### config.mk
export PLATFORM = sky130hd
export DESIGN_NAME = mouse_cursor_event_tracker_core
export DESIGN_NICKNAME = d
export VERILOG_FILES = /design/src/rtl/core/mcet_pkg.sv /design/src/rtl/core/mcet_front.sv /design/src/rtl/core/mcet_queue.sv /design/src/rtl/core/mcet_back.sv /design/src/rtl/core/mouse_cursor_event_tracker_core.sv
export SDC_FILE = /design/constraint.sdc
export NUM_CORES = 1
export LEC_CHECK = 0
export ABC_AREA = 0
export BUFFER_PORTS_ARGS = -buffer_cell sky130_fd_sc_hd__buf_2
export CORE_UTILIZATION = 56
export DETAILED_ROUTE_END_ITERATION = 16
export HOLD_SLACK_MARGIN = 0.03
export PLACE_DENSITY = 0.88
export SKIP_LAST_GASP = 1
export SLEW_MARGIN = 10
export SYNTH_ARGS = -nofsm -noshare
export SYNTH_HDL_FRONTEND = slang
export SYNTH_SLANG_ARGS = --single-unit
### constraint.sdc
create_clock -name i_clk -period 13 [get_ports i_clk]
set_clock_uncertainty 0.2 [all_clocks]
set_input_delay 1.95 -clock i_clk [delete_from_list [all_inputs] [get_ports i_clk]]
set_output_delay 1.95 -clock i_clk [all_outputs]
set_load 0.03 [all_outputs]
### src/rtl/core/mcet_pkg.sv
// shared types, codes and constants of the mouse cursor event tracker
`timescale 1ns / 1ps
`default_nettype none

package mcet_pkg;

    // coordinate and field widths
    localparam int COORD_BITS = 15;
    localparam int DELTA_BITS = 16;
    localparam int FLAG_BITS  = 11;
    localparam int DATA_BITS  = 16;
    localparam int KIND_BITS  = 4;
    localparam int MASK_BITS  = 5;
    localparam int SUM_BITS   = ((COORD_BITS > DELTA_BITS) ? COORD_BITS : DELTA_BITS) + 2;

    // configuration port
    localparam int CFG_INDEX_BITS = 4;
    localparam logic [CFG_INDEX_BITS-1:0] CFG_SCREEN_WIDTH  = 4'd0;
    localparam logic [CFG_INDEX_BITS-1:0] CFG_SCREEN_HEIGHT = 4'd1;
    localparam logic [CFG_INDEX_BITS-1:0] CFG_CLIP_ENABLE   = 4'd2;
    localparam logic [CFG_INDEX_BITS-1:0] CFG_CLIP_LEFT     = 4'd3;
    localparam logic [CFG_INDEX_BITS-1:0] CFG_CLIP_RIGHT    = 4'd4;
    localparam logic [CFG_INDEX_BITS-1:0] CFG_CLIP_TOP      = 4'd5;
    localparam logic [CFG_INDEX_BITS-1:0] CFG_CLIP_BOTTOM   = 4'd6;
    localparam logic [CFG_INDEX_BITS-1:0] CFG_SWAP_BUTTONS  = 4'd7;

    // register values after reset
    localparam logic [COORD_BITS-1:0] RST_SCREEN_WIDTH  = COORD_BITS'(1024);
    localparam logic [COORD_BITS-1:0] RST_SCREEN_HEIGHT = COORD_BITS'(768);
    localparam logic [COORD_BITS-1:0] RST_CLIP_LEFT     = '0;
    localparam logic [COORD_BITS-1:0] RST_CLIP_RIGHT    = '1;
    localparam logic [COORD_BITS-1:0] RST_CLIP_TOP      = '0;
    localparam logic [COORD_BITS-1:0] RST_CLIP_BOTTOM   = '1;

    // event flag bit positions
    localparam int F_MOVE     = 0;
    localparam int F_LDOWN    = 1;
    localparam int F_LUP      = 2;
    localparam int F_RDOWN    = 3;
    localparam int F_RUP      = 4;
    localparam int F_MDOWN    = 5;
    localparam int F_MUP      = 6;
    localparam int F_XDOWN    = 7;
    localparam int F_XUP      = 8;
    localparam int F_WHEEL    = 9;
    localparam int F_ABSOLUTE = 10;

    // held mask bit positions
    localparam int B_LEFT   = 0;
    localparam int B_RIGHT  = 1;
    localparam int B_MIDDLE = 2;
    localparam int B_X1     = 3;
    localparam int B_X2     = 4;

    typedef logic [KIND_BITS-1:0] t_kind;
    typedef logic [MASK_BITS-1:0] t_mask;

    // message kinds
    localparam t_kind K_MOVE   = 4'd0;
    localparam t_kind K_LDOWN  = 4'd1;
    localparam t_kind K_LUP    = 4'd2;
    localparam t_kind K_RDOWN  = 4'd3;
    localparam t_kind K_RUP    = 4'd4;
    localparam t_kind K_MDOWN  = 4'd5;
    localparam t_kind K_MUP    = 4'd6;
    localparam t_kind K_XDOWN  = 4'd7;
    localparam t_kind K_XUP    = 4'd8;
    localparam t_kind K_WHEEL  = 4'd9;
    localparam t_kind K_REJECT = 4'd10;

    // message slots of one event, in emission order
    localparam int SLOT_COUNT = 7;
    localparam int SLOT_BITS  = 3;
    localparam logic [SLOT_BITS-1:0] SLOT_MOVE  = 3'd0;
    localparam logic [SLOT_BITS-1:0] SLOT_LEFT  = 3'd1;
    localparam logic [SLOT_BITS-1:0] SLOT_MID   = 3'd2;
    localparam logic [SLOT_BITS-1:0] SLOT_RIGHT = 3'd3;
    localparam logic [SLOT_BITS-1:0] SLOT_X1    = 3'd4;
    localparam logic [SLOT_BITS-1:0] SLOT_X2    = 3'd5;
    localparam logic [SLOT_BITS-1:0] SLOT_TAIL  = 3'd6;

    // X button numbers carried in detail
    localparam logic signed [DATA_BITS-1:0] DETAIL_X1 = 16'sd1;
    localparam logic signed [DATA_BITS-1:0] DETAIL_X2 = 16'sd2;

    // queue between front and back, depth a power of two
    localparam int QUEUE_DEPTH = 4;
    localparam int QPTR_BITS   = $clog2(QUEUE_DEPTH);
    localparam int QCNT_BITS   = $clog2(QUEUE_DEPTH + 1);

    typedef struct packed {
        logic [COORD_BITS-1:0] screen_width;
        logic [COORD_BITS-1:0] screen_height;
        logic                  clip_enable;
        logic [COORD_BITS-1:0] clip_left;
        logic [COORD_BITS-1:0] clip_right;
        logic [COORD_BITS-1:0] clip_top;
        logic [COORD_BITS-1:0] clip_bottom;
        logic                  swap_buttons;
    } t_cfg;

    // one classified event: which messages go out and what they carry
    typedef struct packed {
        logic [SLOT_COUNT-1:0]        slot_en;
        logic [COORD_BITS-1:0]        pos_x;
        logic [COORD_BITS-1:0]        pos_y;
        t_kind                        kind_l;
        t_kind                        kind_m;
        t_kind                        kind_r;
        t_kind                        kind_x;
        t_kind                        kind_tail;
        t_mask                        held_snap;
        t_mask                        held_lmr;
        t_mask                        held_x1;
        t_mask                        held_x2;
        logic signed [DATA_BITS-1:0]  tail_detail;
    } t_entry;

endpackage

`default_nettype wire

### src/rtl/core/mcet_front.sv
// front end: takes mouse events, tracks cursor and buttons, builds message lists
`timescale 1ns / 1ps
`default_nettype none

module mcet_front (
    input  wire                                       i_clk,
    input  wire                                       i_rst_n,
    input  wire                                       i_in_valid,
    output logic                                      o_in_stall,
    input  wire signed [mcet_pkg::DELTA_BITS-1:0]     i_delta_x,
    input  wire signed [mcet_pkg::DELTA_BITS-1:0]     i_delta_y,
    input  wire        [mcet_pkg::FLAG_BITS-1:0]      i_event_flags,
    input  wire signed [mcet_pkg::DATA_BITS-1:0]      i_mouse_data,
    input  mcet_pkg::t_cfg                            i_cfg,
    input  wire                                       i_queue_full,
    output logic                                      o_push,
    output mcet_pkg::t_entry                          o_entry
);
    import mcet_pkg::*;

    // clamp one axis to the screen, then to the clip bounds
    function automatic logic [COORD_BITS-1:0] clamp_axis(
        input logic signed [SUM_BITS-1:0] p_in,
        input logic [COORD_BITS-1:0]      size,
        input logic                       clip_on,
        input logic [COORD_BITS-1:0]      lo,
        input logic [COORD_BITS-1:0]      hi
    );
        logic signed [SUM_BITS-1:0] p;
        logic signed [SUM_BITS-1:0] s_size;
        logic signed [SUM_BITS-1:0] s_lo;
        logic signed [SUM_BITS-1:0] s_hi;
        logic signed [SUM_BITS-1:0] s_max;
        begin
            p      = p_in;
            s_size = $signed({{(SUM_BITS-COORD_BITS){1'b0}}, size});
            s_lo   = $signed({{(SUM_BITS-COORD_BITS){1'b0}}, lo});
            s_hi   = $signed({{(SUM_BITS-COORD_BITS){1'b0}}, hi});
            s_max  = $signed({{(SUM_BITS-COORD_BITS){1'b0}}, {COORD_BITS{1'b1}}});
            if (p >= s_size) begin
                p = s_size - SUM_BITS'(1);
            end
            if (p < 0) begin
                p = '0;
            end
            if (clip_on) begin
                if (p >= s_hi) begin
                    p = s_hi;
                end
                if (p < s_lo) begin
                    p = s_lo;
                end
            end
            if (p > s_max) begin
                p = s_max;
            end
            clamp_axis = p[COORD_BITS-1:0];
        end
    endfunction

    logic [COORD_BITS-1:0]       r_cursor_x;
    logic [COORD_BITS-1:0]       r_cursor_y;
    t_mask                       r_held;
    logic [COORD_BITS-1:0]       n_cursor_x;
    logic [COORD_BITS-1:0]       n_cursor_y;
    t_mask                       n_held;

    logic                        accept;
    logic                        swap;
    logic signed [SUM_BITS-1:0]  ext_dx;
    logic signed [SUM_BITS-1:0]  ext_dy;
    logic signed [SUM_BITS-1:0]  raw_x;
    logic signed [SUM_BITS-1:0]  raw_y;
    logic [COORD_BITS-1:0]       new_x;
    logic [COORD_BITS-1:0]       new_y;
    logic                        moved;
    logic [1:0]                  lr_bit;
    t_mask                       held_lmr;
    t_mask                       held_x1;
    t_mask                       held_x2;
    logic                        x_any;
    logic                        wheel;
    logic                        reject;
    logic                        x1_en;
    logic                        x2_en;
    logic                        x_down;
    t_entry                      entry;

    assign accept     = i_in_valid && !i_queue_full;
    assign o_in_stall = i_queue_full;
    assign swap       = i_cfg.swap_buttons;

    // new position after the move
    always_comb begin
        ext_dx = $signed({{(SUM_BITS-DELTA_BITS){i_delta_x[DELTA_BITS-1]}}, i_delta_x});
        ext_dy = $signed({{(SUM_BITS-DELTA_BITS){i_delta_y[DELTA_BITS-1]}}, i_delta_y});
        if (i_event_flags[F_ABSOLUTE]) begin
            raw_x = ext_dx;
            raw_y = ext_dy;
        end else begin
            raw_x = $signed({{(SUM_BITS-COORD_BITS){1'b0}}, r_cursor_x}) + ext_dx;
            raw_y = $signed({{(SUM_BITS-COORD_BITS){1'b0}}, r_cursor_y}) + ext_dy;
        end
        new_x = clamp_axis(raw_x, i_cfg.screen_width, i_cfg.clip_enable,
                           i_cfg.clip_left, i_cfg.clip_right);
        new_y = clamp_axis(raw_y, i_cfg.screen_height, i_cfg.clip_enable,
                           i_cfg.clip_top, i_cfg.clip_bottom);
        moved = i_event_flags[F_MOVE] && ((new_x != r_cursor_x) || (new_y != r_cursor_y));
    end

    // classify buttons and wheel, build the message slots
    always_comb begin
        entry  = '0;
        lr_bit = swap ? 2'b10 : 2'b01;

        entry.slot_en[SLOT_MOVE] = moved;
        entry.pos_x     = moved ? new_x : r_cursor_x;
        entry.pos_y     = moved ? new_y : r_cursor_y;
        entry.held_snap = r_held;

        held_lmr = r_held;

        // left slot
        if (i_event_flags[F_LDOWN]) begin
            entry.slot_en[SLOT_LEFT] = 1'b1;
            entry.kind_l = swap ? K_RDOWN : K_LDOWN;
            held_lmr[B_RIGHT:B_LEFT] = held_lmr[B_RIGHT:B_LEFT] | lr_bit;
        end else if (i_event_flags[F_LUP]) begin
            entry.slot_en[SLOT_LEFT] = 1'b1;
            entry.kind_l = swap ? K_RUP : K_LUP;
            held_lmr[B_RIGHT:B_LEFT] = held_lmr[B_RIGHT:B_LEFT] & ~lr_bit;
        end

        // middle slot
        if (i_event_flags[F_MDOWN]) begin
            entry.slot_en[SLOT_MID] = 1'b1;
            entry.kind_m = K_MDOWN;
            held_lmr[B_MIDDLE] = 1'b1;
        end else if (i_event_flags[F_MUP]) begin
            entry.slot_en[SLOT_MID] = 1'b1;
            entry.kind_m = K_MUP;
            held_lmr[B_MIDDLE] = 1'b0;
        end

        // right slot
        if (i_event_flags[F_RDOWN]) begin
            entry.slot_en[SLOT_RIGHT] = 1'b1;
            entry.kind_r = swap ? K_LDOWN : K_RDOWN;
            held_lmr[B_RIGHT:B_LEFT] = held_lmr[B_RIGHT:B_LEFT] | ~lr_bit;
        end else if (i_event_flags[F_RUP]) begin
            entry.slot_en[SLOT_RIGHT] = 1'b1;
            entry.kind_r = swap ? K_LUP : K_RUP;
            held_lmr[B_RIGHT:B_LEFT] = held_lmr[B_RIGHT:B_LEFT] & lr_bit;
        end

        // X buttons, wheel, and the rejected combination of both
        x_any  = i_event_flags[F_XDOWN] || i_event_flags[F_XUP];
        wheel  = i_event_flags[F_WHEEL];
        reject = x_any && wheel;
        x_down = i_event_flags[F_XDOWN];
        x1_en  = x_any && !wheel && i_mouse_data[0];
        x2_en  = x_any && !wheel && i_mouse_data[1];

        held_x1 = held_lmr;
        if (x1_en) begin
            held_x1[B_X1] = x_down;
        end
        held_x2 = held_x1;
        if (x2_en) begin
            held_x2[B_X2] = x_down;
        end

        entry.slot_en[SLOT_X1]   = x1_en;
        entry.slot_en[SLOT_X2]   = x2_en;
        entry.slot_en[SLOT_TAIL] = wheel;
        entry.kind_x      = x_down ? K_XDOWN : K_XUP;
        entry.kind_tail   = reject ? K_REJECT : K_WHEEL;
        entry.tail_detail = reject ? '0 : i_mouse_data;
        entry.held_lmr    = held_lmr;
        entry.held_x1     = held_x1;
        entry.held_x2     = held_x2;
    end

    // next tracked state
    always_comb begin
        n_cursor_x = r_cursor_x;
        n_cursor_y = r_cursor_y;
        n_held     = r_held;
        if (accept) begin
            n_cursor_x = entry.pos_x;
            n_cursor_y = entry.pos_y;
            n_held     = held_x2;
        end
    end

    always_ff @(posedge i_clk) begin
        if (!i_rst_n) begin
            r_cursor_x <= '0;
            r_cursor_y <= '0;
            r_held     <= '0;
        end else begin
            r_cursor_x <= n_cursor_x;
            r_cursor_y <= n_cursor_y;
            r_held     <= n_held;
        end
    end

    // events with at least one message go to the queue
    assign o_push  = accept && (entry.slot_en != '0);
    assign o_entry = entry;

endmodule

`default_nettype wire

### src/rtl/core/mcet_queue.sv
// small request queue between the front and back ends
`timescale 1ns / 1ps
`default_nettype none

module mcet_queue (
    input  wire               i_clk,
    input  wire               i_rst_n,
    input  wire               i_push,
    input  mcet_pkg::t_entry  i_entry,
    output logic              o_full,
    output logic              o_valid,
    input  wire               i_pop,
    output mcet_pkg::t_entry  o_head
);
    import mcet_pkg::*;

    t_entry                 r_mem [QUEUE_DEPTH];
    logic [QPTR_BITS-1:0]   r_wr_ptr;
    logic [QPTR_BITS-1:0]   r_rd_ptr;
    logic [QCNT_BITS-1:0]   r_count;
    logic [QCNT_BITS-1:0]   n_count;

    assign o_full  = (r_count == QCNT_BITS'(QUEUE_DEPTH));
    assign o_valid = (r_count != '0);
    assign o_head  = r_mem[r_rd_ptr];

    // occupancy
    always_comb begin
        n_count = r_count + QCNT_BITS'(i_push) - QCNT_BITS'(i_pop);
    end

    // pointers and count
    always_ff @(posedge i_clk) begin
        if (!i_rst_n) begin
            r_wr_ptr <= '0;
            r_rd_ptr <= '0;
            r_count  <= '0;
        end else begin
            if (i_push) begin
                r_wr_ptr <= r_wr_ptr + 1'b1;
            end
            if (i_pop) begin
                r_rd_ptr <= r_rd_ptr + 1'b1;
            end
            r_count <= n_count;
        end
    end

    // storage
    always_ff @(posedge i_clk) begin
        if (i_push) begin
            r_mem[r_wr_ptr] <= i_entry;
        end
    end

endmodule

`default_nettype wire

### src/rtl/core/mcet_back.sv
// back end: walks the message slots of the head request, one message a cycle while the output is not stalled
`timescale 1ns / 1ps
`default_nettype none

module mcet_back (
    input  wire                                     i_clk,
    input  wire                                     i_rst_n,
    input  wire                                     i_q_valid,
    input  mcet_pkg::t_entry                        i_q_head,
    output logic                                    o_q_pop,
    output logic                                    o_out_valid,
    input  wire                                     i_out_stall,
    output logic [mcet_pkg::KIND_BITS-1:0]          o_message_kind,
    output logic [mcet_pkg::MASK_BITS-1:0]          o_held_buttons,
    output logic signed [mcet_pkg::DATA_BITS-1:0]  o_detail,
    output logic [mcet_pkg::COORD_BITS-1:0]         o_pos_x,
    output logic [mcet_pkg::COORD_BITS-1:0]         o_pos_y,
    output logic                                    o_last
);
    import mcet_pkg::*;

    logic [SLOT_COUNT-1:0]        r_sent;
    logic [SLOT_COUNT-1:0]        n_sent;
    logic                         r_out_valid;
    t_kind                        r_kind;
    t_mask                        r_held;
    logic signed [DATA_BITS-1:0]  r_detail;
    logic [COORD_BITS-1:0]        r_pos_x;
    logic [COORD_BITS-1:0]        r_pos_y;
    logic                         r_last;

    logic                         out_free;
    logic                         emit;
    logic [SLOT_COUNT-1:0]        pending;
    logic [SLOT_COUNT-1:0]        sel;
    logic [SLOT_BITS-1:0]         slot;
    logic                         found;
    logic                         last;
    t_kind                        kind;
    t_mask                        held;
    logic signed [DATA_BITS-1:0]  detail;

    assign out_free = !r_out_valid || !i_out_stall;
    assign emit     = i_q_valid && out_free;

    // lowest pending slot of the head request
    always_comb begin
        pending = i_q_head.slot_en & ~r_sent;
        sel     = '0;
        slot    = SLOT_MOVE;
        found   = 1'b0;
        for (int i = 0; i < SLOT_COUNT; i++) begin
            if (pending[i] && !found) begin
                found  = 1'b1;
                sel[i] = 1'b1;
                slot   = SLOT_BITS'(i);
            end
        end
        last = ((pending & ~sel) == '0);
    end

    // fields of the selected message
    always_comb begin
        case (slot)
            SLOT_MOVE: begin
                kind   = K_MOVE;
                held   = i_q_head.held_snap;
                detail = '0;
            end
            SLOT_LEFT: begin
                kind   = i_q_head.kind_l;
                held   = i_q_head.held_snap;
                detail = '0;
            end
            SLOT_MID: begin
                kind   = i_q_head.kind_m;
                held   = i_q_head.held_snap;
                detail = '0;
            end
            SLOT_RIGHT: begin
                kind   = i_q_head.kind_r;
                held   = i_q_head.held_snap;
                detail = '0;
            end
            SLOT_X1: begin
                kind   = i_q_head.kind_x;
                held   = i_q_head.held_lmr;
                detail = DETAIL_X1;
            end
            SLOT_X2: begin
                kind   = i_q_head.kind_x;
                held   = i_q_head.held_x1;
                detail = DETAIL_X2;
            end
            SLOT_TAIL: begin
                kind   = i_q_head.kind_tail;
                held   = i_q_head.held_x2;
                detail = i_q_head.tail_detail;
            end
            default: begin
                kind   = K_MOVE;
                held   = i_q_head.held_snap;
                detail = '0;
            end
        endcase
    end

    // slot progress of the head request
    always_comb begin
        n_sent = r_sent;
        if (emit) begin
            n_sent = last ? '0 : (r_sent | sel);
        end
    end

    assign o_q_pop = emit && last;

    always_ff @(posedge i_clk) begin
        if (!i_rst_n) begin
            r_sent      <= '0;
            r_out_valid <= 1'b0;
        end else begin
            r_sent <= n_sent;
            if (out_free) begin
                r_out_valid <= emit;
            end
        end
    end

    // output register
    always_ff @(posedge i_clk) begin
        if (emit) begin
            r_kind   <= kind;
            r_held   <= held;
            r_detail <= detail;
            r_pos_x  <= i_q_head.pos_x;
            r_pos_y  <= i_q_head.pos_y;
            r_last   <= last;
        end
    end

    assign o_out_valid    = r_out_valid;
    assign o_message_kind = r_kind;
    assign o_held_buttons = r_held;
    assign o_detail       = r_detail;
    assign o_pos_x        = r_pos_x;
    assign o_pos_y        = r_pos_y;
    assign o_last         = r_last;

endmodule

`default_nettype wire

### src/rtl/core/mouse_cursor_event_tracker_core.sv
// top level of the mouse cursor event tracker: configuration registers and the two ends
`timescale 1ns / 1ps
`default_nettype none

// Mouse cursor event tracker. Each accepted mouse event moves the cursor (relative or
// absolute, clamped to the screen and optionally to the clip rectangle) and updates the
// held-button mask, and produces zero to six messages in the order move, left, middle,
// right, X1, X2, then wheel or rejected; o_last marks the final message of an event.
// The front end takes one event per cycle while its four-request queue has room; the
// back end drains the queue at one message per cycle while the output is not stalled,
// and an event with no message costs nothing at the output. Events that follow each
// other therefore overlap: the next event is classified while earlier messages are
// still going out. Configuration writes are always ready and must only be made while
// no messages are outstanding.
module mouse_cursor_event_tracker_core (
    input  wire                                        i_clk,
    input  wire                                        i_rst_n,
    input  wire                                        i_in_valid,
    output logic                                       o_in_stall,
    input  wire signed [mcet_pkg::DELTA_BITS-1:0]      i_delta_x,
    input  wire signed [mcet_pkg::DELTA_BITS-1:0]      i_delta_y,
    input  wire        [mcet_pkg::FLAG_BITS-1:0]       i_event_flags,
    input  wire signed [mcet_pkg::DATA_BITS-1:0]       i_mouse_data,
    output logic                                       o_out_valid,
    input  wire                                        i_out_stall,
    output logic [mcet_pkg::KIND_BITS-1:0]             o_message_kind,
    output logic [mcet_pkg::MASK_BITS-1:0]             o_held_buttons,
    output logic signed [mcet_pkg::DATA_BITS-1:0]     o_detail,
    output logic [mcet_pkg::COORD_BITS-1:0]            o_pos_x,
    output logic [mcet_pkg::COORD_BITS-1:0]            o_pos_y,
    output logic                                       o_last,
    input  wire                                        i_cfg_valid,
    output logic                                       o_cfg_ready,
    input  wire [mcet_pkg::CFG_INDEX_BITS-1:0]         i_cfg_index,
    input  wire [mcet_pkg::COORD_BITS-1:0]             i_cfg_data
);
    import mcet_pkg::*;

    t_cfg    r_cfg;
    logic    queue_full;
    logic    push;
    t_entry  push_entry;
    logic    q_valid;
    logic    q_pop;
    t_entry  q_head;

    assign o_cfg_ready = 1'b1;

    // configuration registers
    always_ff @(posedge i_clk) begin
        if (!i_rst_n) begin
            r_cfg.screen_width  <= RST_SCREEN_WIDTH;
            r_cfg.screen_height <= RST_SCREEN_HEIGHT;
            r_cfg.clip_enable   <= 1'b0;
            r_cfg.clip_left     <= RST_CLIP_LEFT;
            r_cfg.clip_right    <= RST_CLIP_RIGHT;
            r_cfg.clip_top      <= RST_CLIP_TOP;
            r_cfg.clip_bottom   <= RST_CLIP_BOTTOM;
            r_cfg.swap_buttons  <= 1'b0;
        end else if (i_cfg_valid && o_cfg_ready) begin
            case (i_cfg_index)
                CFG_SCREEN_WIDTH:  r_cfg.screen_width  <= i_cfg_data;
                CFG_SCREEN_HEIGHT: r_cfg.screen_height <= i_cfg_data;
                CFG_CLIP_ENABLE:   r_cfg.clip_enable   <= i_cfg_data[0];
                CFG_CLIP_LEFT:     r_cfg.clip_left     <= i_cfg_data;
                CFG_CLIP_RIGHT:    r_cfg.clip_right    <= i_cfg_data;
                CFG_CLIP_TOP:      r_cfg.clip_top      <= i_cfg_data;
                CFG_CLIP_BOTTOM:   r_cfg.clip_bottom   <= i_cfg_data;
                CFG_SWAP_BUTTONS:  r_cfg.swap_buttons  <= i_cfg_data[0];
                default: begin
                end
            endcase
        end
    end

    // event classification
    mcet_front u_front (
        .i_clk         (i_clk),
        .i_rst_n       (i_rst_n),
        .i_in_valid    (i_in_valid),
        .o_in_stall    (o_in_stall),
        .i_delta_x     (i_delta_x),
        .i_delta_y     (i_delta_y),
        .i_event_flags (i_event_flags),
        .i_mouse_data  (i_mouse_data),
        .i_cfg         (r_cfg),
        .i_queue_full  (queue_full),
        .o_push        (push),
        .o_entry       (push_entry)
    );

    // request queue
    mcet_queue u_queue (
        .i_clk   (i_clk),
        .i_rst_n (i_rst_n),
        .i_push  (push),
        .i_entry (push_entry),
        .o_full  (queue_full),
        .o_valid (q_valid),
        .i_pop   (q_pop),
        .o_head  (q_head)
    );

    // message output
    mcet_back u_back (
        .i_clk          (i_clk),
        .i_rst_n        (i_rst_n),
        .i_q_valid      (q_valid),
        .i_q_head       (q_head),
        .o_q_pop        (q_pop),
        .o_out_valid    (o_out_valid),
        .i_out_stall    (i_out_stall),
        .o_message_kind (o_message_kind),
        .o_held_buttons (o_held_buttons),
        .o_detail       (o_detail),
        .o_pos_x        (o_pos_x),
        .o_pos_y        (o_pos_y),
        .o_last         (o_last)
    );

endmodule

`default_nettype wire
==> reports/metrics.csv <==
stage,metric,value,unit
timing,Final Setup Violations,0,
power,Pwr Total,0.005082,W
layout,nets,2923,
critical_path,"Req. time, crit path",13260,ps
drt,remaining antenna violation count,0,
synth,sequential area share after synthesis,50.52,%
critical_path,Crit-path slowest cell,or4_1,
synth,Yosys cell types,106,
clock_tree,CTS tree,done,
clock_tree,H-tree levels,2,
power,VDD IR max,0.1153,mV
synth,Post-synth EDFFs,356,
drt,First DRT Iteration DRCs,2584,
clock_tree,cts hold-fix bufs,0,
die,die width,221.0,um
drt,via count of the routed design,22030,
drt,WL met3,7055,um
drt,WL met2,41840,um
place,dpl hpwl,62300,um
layout,post-route cell area,31030,um2
drt,Top Metal Used,met4,
place,Placement Cell Area,29350,um2
run,max-cap violation count,0,
synth,synthesized net count,2685,
global_route,vias in the first global route,21450,
clock_tree,Root Buffer,clkbuf_16,
global_route,pin count of the biggest net entering global routing,75,
timing,period utilisation layout,96.98,%
drt,met1 WL,35180,um
synth,Synth Warn #,0,
critical_path,CP startpoint,i_delta_y[0],
timing,setup TNS,0,ps
timing,Relative slew margins,32.36,%
synth,post-synth top area cell,edfxtp_1,
worst_hold_path,hold path start,r_cfg[57]$_SDFFE_PN0P_,
die,Die Footprint,48850,um2
critical_path,critical path's largest stage delay,660,ps
drt,1st-pass router iterations,6,
timing,Least-Margin Pin Slew,1015,ps
layout,Area growth syn-to-layout,15.49,%
synth,Syn Area/Cell,10.86,um2
critical_path,crit path DAT,12870,ps
critical_path,startpoint types,input port,
critical_path,kind of critical path,in2reg,
clock_tree,worst-skew pair later-pin latency,620,ps
synth,synth top area cells,"edfxtp_1, dfxtp_1, mux4_2",
die,core area,46950,um2
die,chip height,221.0,um
timing,min cycle time layout,12610,ps
die,Starting Density,57.22,%
die,FP Rows,79,
place,dpl ws,-276.9,ps
synth,Yosys reg bits,500,
drt,DRC,0,
die,I/O pin cnt,142,
global_route,first-pass GRT wire length,131300,um
clock_tree,total clock buffers created by CTS,49,
clock_tree,clk sinks,500,
critical_path,Crit Path Max Fanout,4,
drt,vias per inst,6.555,
global_route,initial antenna violation count,1,
power,power density cells,163.8,nW/um2
worst_hold_path,Hold Crit Class,reg2reg,
layout,share of cells above drive strength 1,20.28,%
critical_path,buffers plus inverters on the worst setup path,8,
timing,final hold viol count,0,
synth,top_reg_cell synth,edfxtp_1,
place,GP Congestion,0.9753,
critical_path,Top delay family on crit path,compound AO/OA/AOI/OAI gates,
synth,Mapped Cells,2473,
synth,Post-Syn Area,26870,um2
synth,Async SR Flop Fraction,0,%
global_route,All-Layer GR Usage,35.35,%
timing,final worst slack,392.8,ps
synth,Yosys top cell area share,39.79,%
power,Static Leak,11.86,nW
critical_path,Setup crit end kind,flop,
clock_tree,Worst-path clk slew,70,ps
critical_path,Critical Path Most Common Cell,ha_1,
place,IO buf count,140,
global_route,global route overflow,0,
critical_path,Crit Reg-Reg Startpoint,u_front.r_cursor_y[1]$_SDFFE_PN0P_,
clock_tree,Clock Tree Buf Depth,3,
status,outcome,"finished, final reports clean",
drt,wire length per cell,26.05,um
timing,Max Slew Vio Count,0,
drt,drt total wl,87510,um
timing,maximum clock rate,79.32,MHz
-- what timing repair did --
| item | CTS | global route |
|---|---|---|
| setup endpoints to repair | 0 | 434 |
| setup buffers | 0 | 5 |
| resized for setup | 0 | 8 |
-- layout by cell type (no fill, tap or decap), types with 14 or more instances in the layout --
cell,n
buf_4,168
nor2_1,146
o211ai_1,54
mux2_2,22
a21o_1,30
buf_12,15
a221oi_1,14
nand2b_1,19
nor3_1,63
a31oi_1,21
o31ai_1,15
a21oi_1,165
nand2_1,295
o22ai_1,24
xor2_1,14
a211oi_1,22
inv_1,149
dfxtp_1,141
o21ai_0,101
edfxtp_1,356
mux4_2,75
nor2b_1,31
clkbuf_16,49
and2_1,25
ha_1,126
and3_1,23
mux2i_1,45
nand4_1,24
nand3_1,40
nor4_1,14
xnor2_1,42
buf_2,140
-- metrics by stage --
step,utilization (%),std cells,hold slack [ps]
CTS,65.95,3354,261.3
floorplan,-,2473,228.0
global route,66.08,3359,283.2
detailed placement,62.52,3262,251.1
finish,66.08,3360,258.8
global placement,62.52,3262,239.8
-- cells by family (layout without fill, tap and decap cells) --
| group | after synthesis | count (layout) | synth area share, % |
|---|---|---|---|
| AND/OR/NAND/NOR | 766 | 766 | 13.78 |
| AO/OA/AOI/OAI | 590 | 590 | 14.68 |
| flip-flops | 500 | 500 | 50.52 |
| buffers and inverters | 288 | 567 | 4.164 |
| multiplexers | 142 | 142 | 8.886 |
| adder cells (fa/ha/maj) | 130 | 130 | 6.129 |
| XOR/XNOR | 56 | 56 | 1.826 |
| other | 1 | 2 | 0.01396 |
-- worst min-delay path, delay by kind of cell, from the launching register on --
family | cells | cell delay (ps)
AOI/OAI and AO/OA | 1 | 50
and+or+nand+nor | 1 | 50
DFF | 1 | 310
-- synthesized netlist by cell type (7+ instances only) --
master and n:
a211oi_1 24, nand3_1 40, a221oi_1 14, nand2b_1 19, xor2_1 14, o21ai_1 9, nor3b_1 7, inv_1 151
buf_2 12, o32ai_1 8, nor2b_1 32, o211ai_1 54, dfxtp_1 144, nand4_1 24, a221o_1 8, o22ai_1 24
or2_2 11, nor3_1 64, o21a_1 9, mux2i_1 45, a21oi_1 167, nor4_1 15, mux2_2 22, clkbuf_1 104
and2_1 29, a31oi_1 21, mux4_2 75, and3_1 23, or3_1 13, buf_1 15, a21o_1 30, nand3b_1 7
ha_1 126, o21ai_0 104, o31ai_1 15, nand2_1 295, edfxtp_1 356, xnor2_1 42, nor2_1 146, or4_1 11
-- worst paths after layout --
kind / end / slack, ps / cells past startpoint
worst min register to register: r_cfg[57]$_SDFFE_PN0P_ / 260 / 2
worst max register to register: u_queue.r_count[2]$_SDFF_PN0_ / 940 / 46
worst min-delay path: r_cfg[57]$_SDFFE_PN0P_ / 260 / 2
worst max-delay path: u_queue.r_count[2]$_SDFF_PN0_ / 390 / 48
-- power breakdown --
part           internal [W]  leakage, nW  switching, W
sequential          0.00202         4.51      0.000135
clock              0.000788        0.778      0.000645
combinational      0.000545         6.57      0.000945
total               0.00336         11.9       0.00172
-- cell type report --
| type | count | area [um2] |
|---|---|---|
| inverter | 152 | 570.5 |
| antenna | 1 | 2.502 |
| multi-input combinational | 1685 | 12240 |
| clock inverter | 24 | 241.5 |
| clock buffer | 68 | 1368 |
| timing repair buffer | 323 | 2262 |
| fill | 3409 | 15930 |
| tap | 607 | 759.5 |
| sequential | 500 | 13580 |
-- state kept, by name, summed over array words and instances (netlist names), 2 cells and up, named ones only --
| name | flops |
|---|---|
| u_front.r_held | 5 |
| u_back.o_held_buttons | 5 |
| u_front.r_cursor_y | 15 |
| u_back.o_pos_y | 15 |
| u_back.o_detail | 16 |
| u_queue.r_mem | 300 |
| u_queue.r_count | 3 |
| u_front.r_cursor_x | 15 |
| u_back.o_pos_x | 15 |
| u_queue.r_rd_ptr | 2 |
| u_back.r_sent | 7 |
| r_cfg | 92 |
| u_queue.r_wr_ptr | 2 |
| u_back.o_message_kind | 4 |
-- per-layer routing --
| layer | global-route usage [%] | vias to the layer above |
|---|---|---|
| met2 | 59.68 | 1269 |
| met4 | 13.08 | 0 |
| met5 | 0 | - |
| met3 | 5.152 | 248 |
| met1 | 46.40 | 10780 |
| li1 | - | 9733 |
Power figures use the tool's default switching activity.
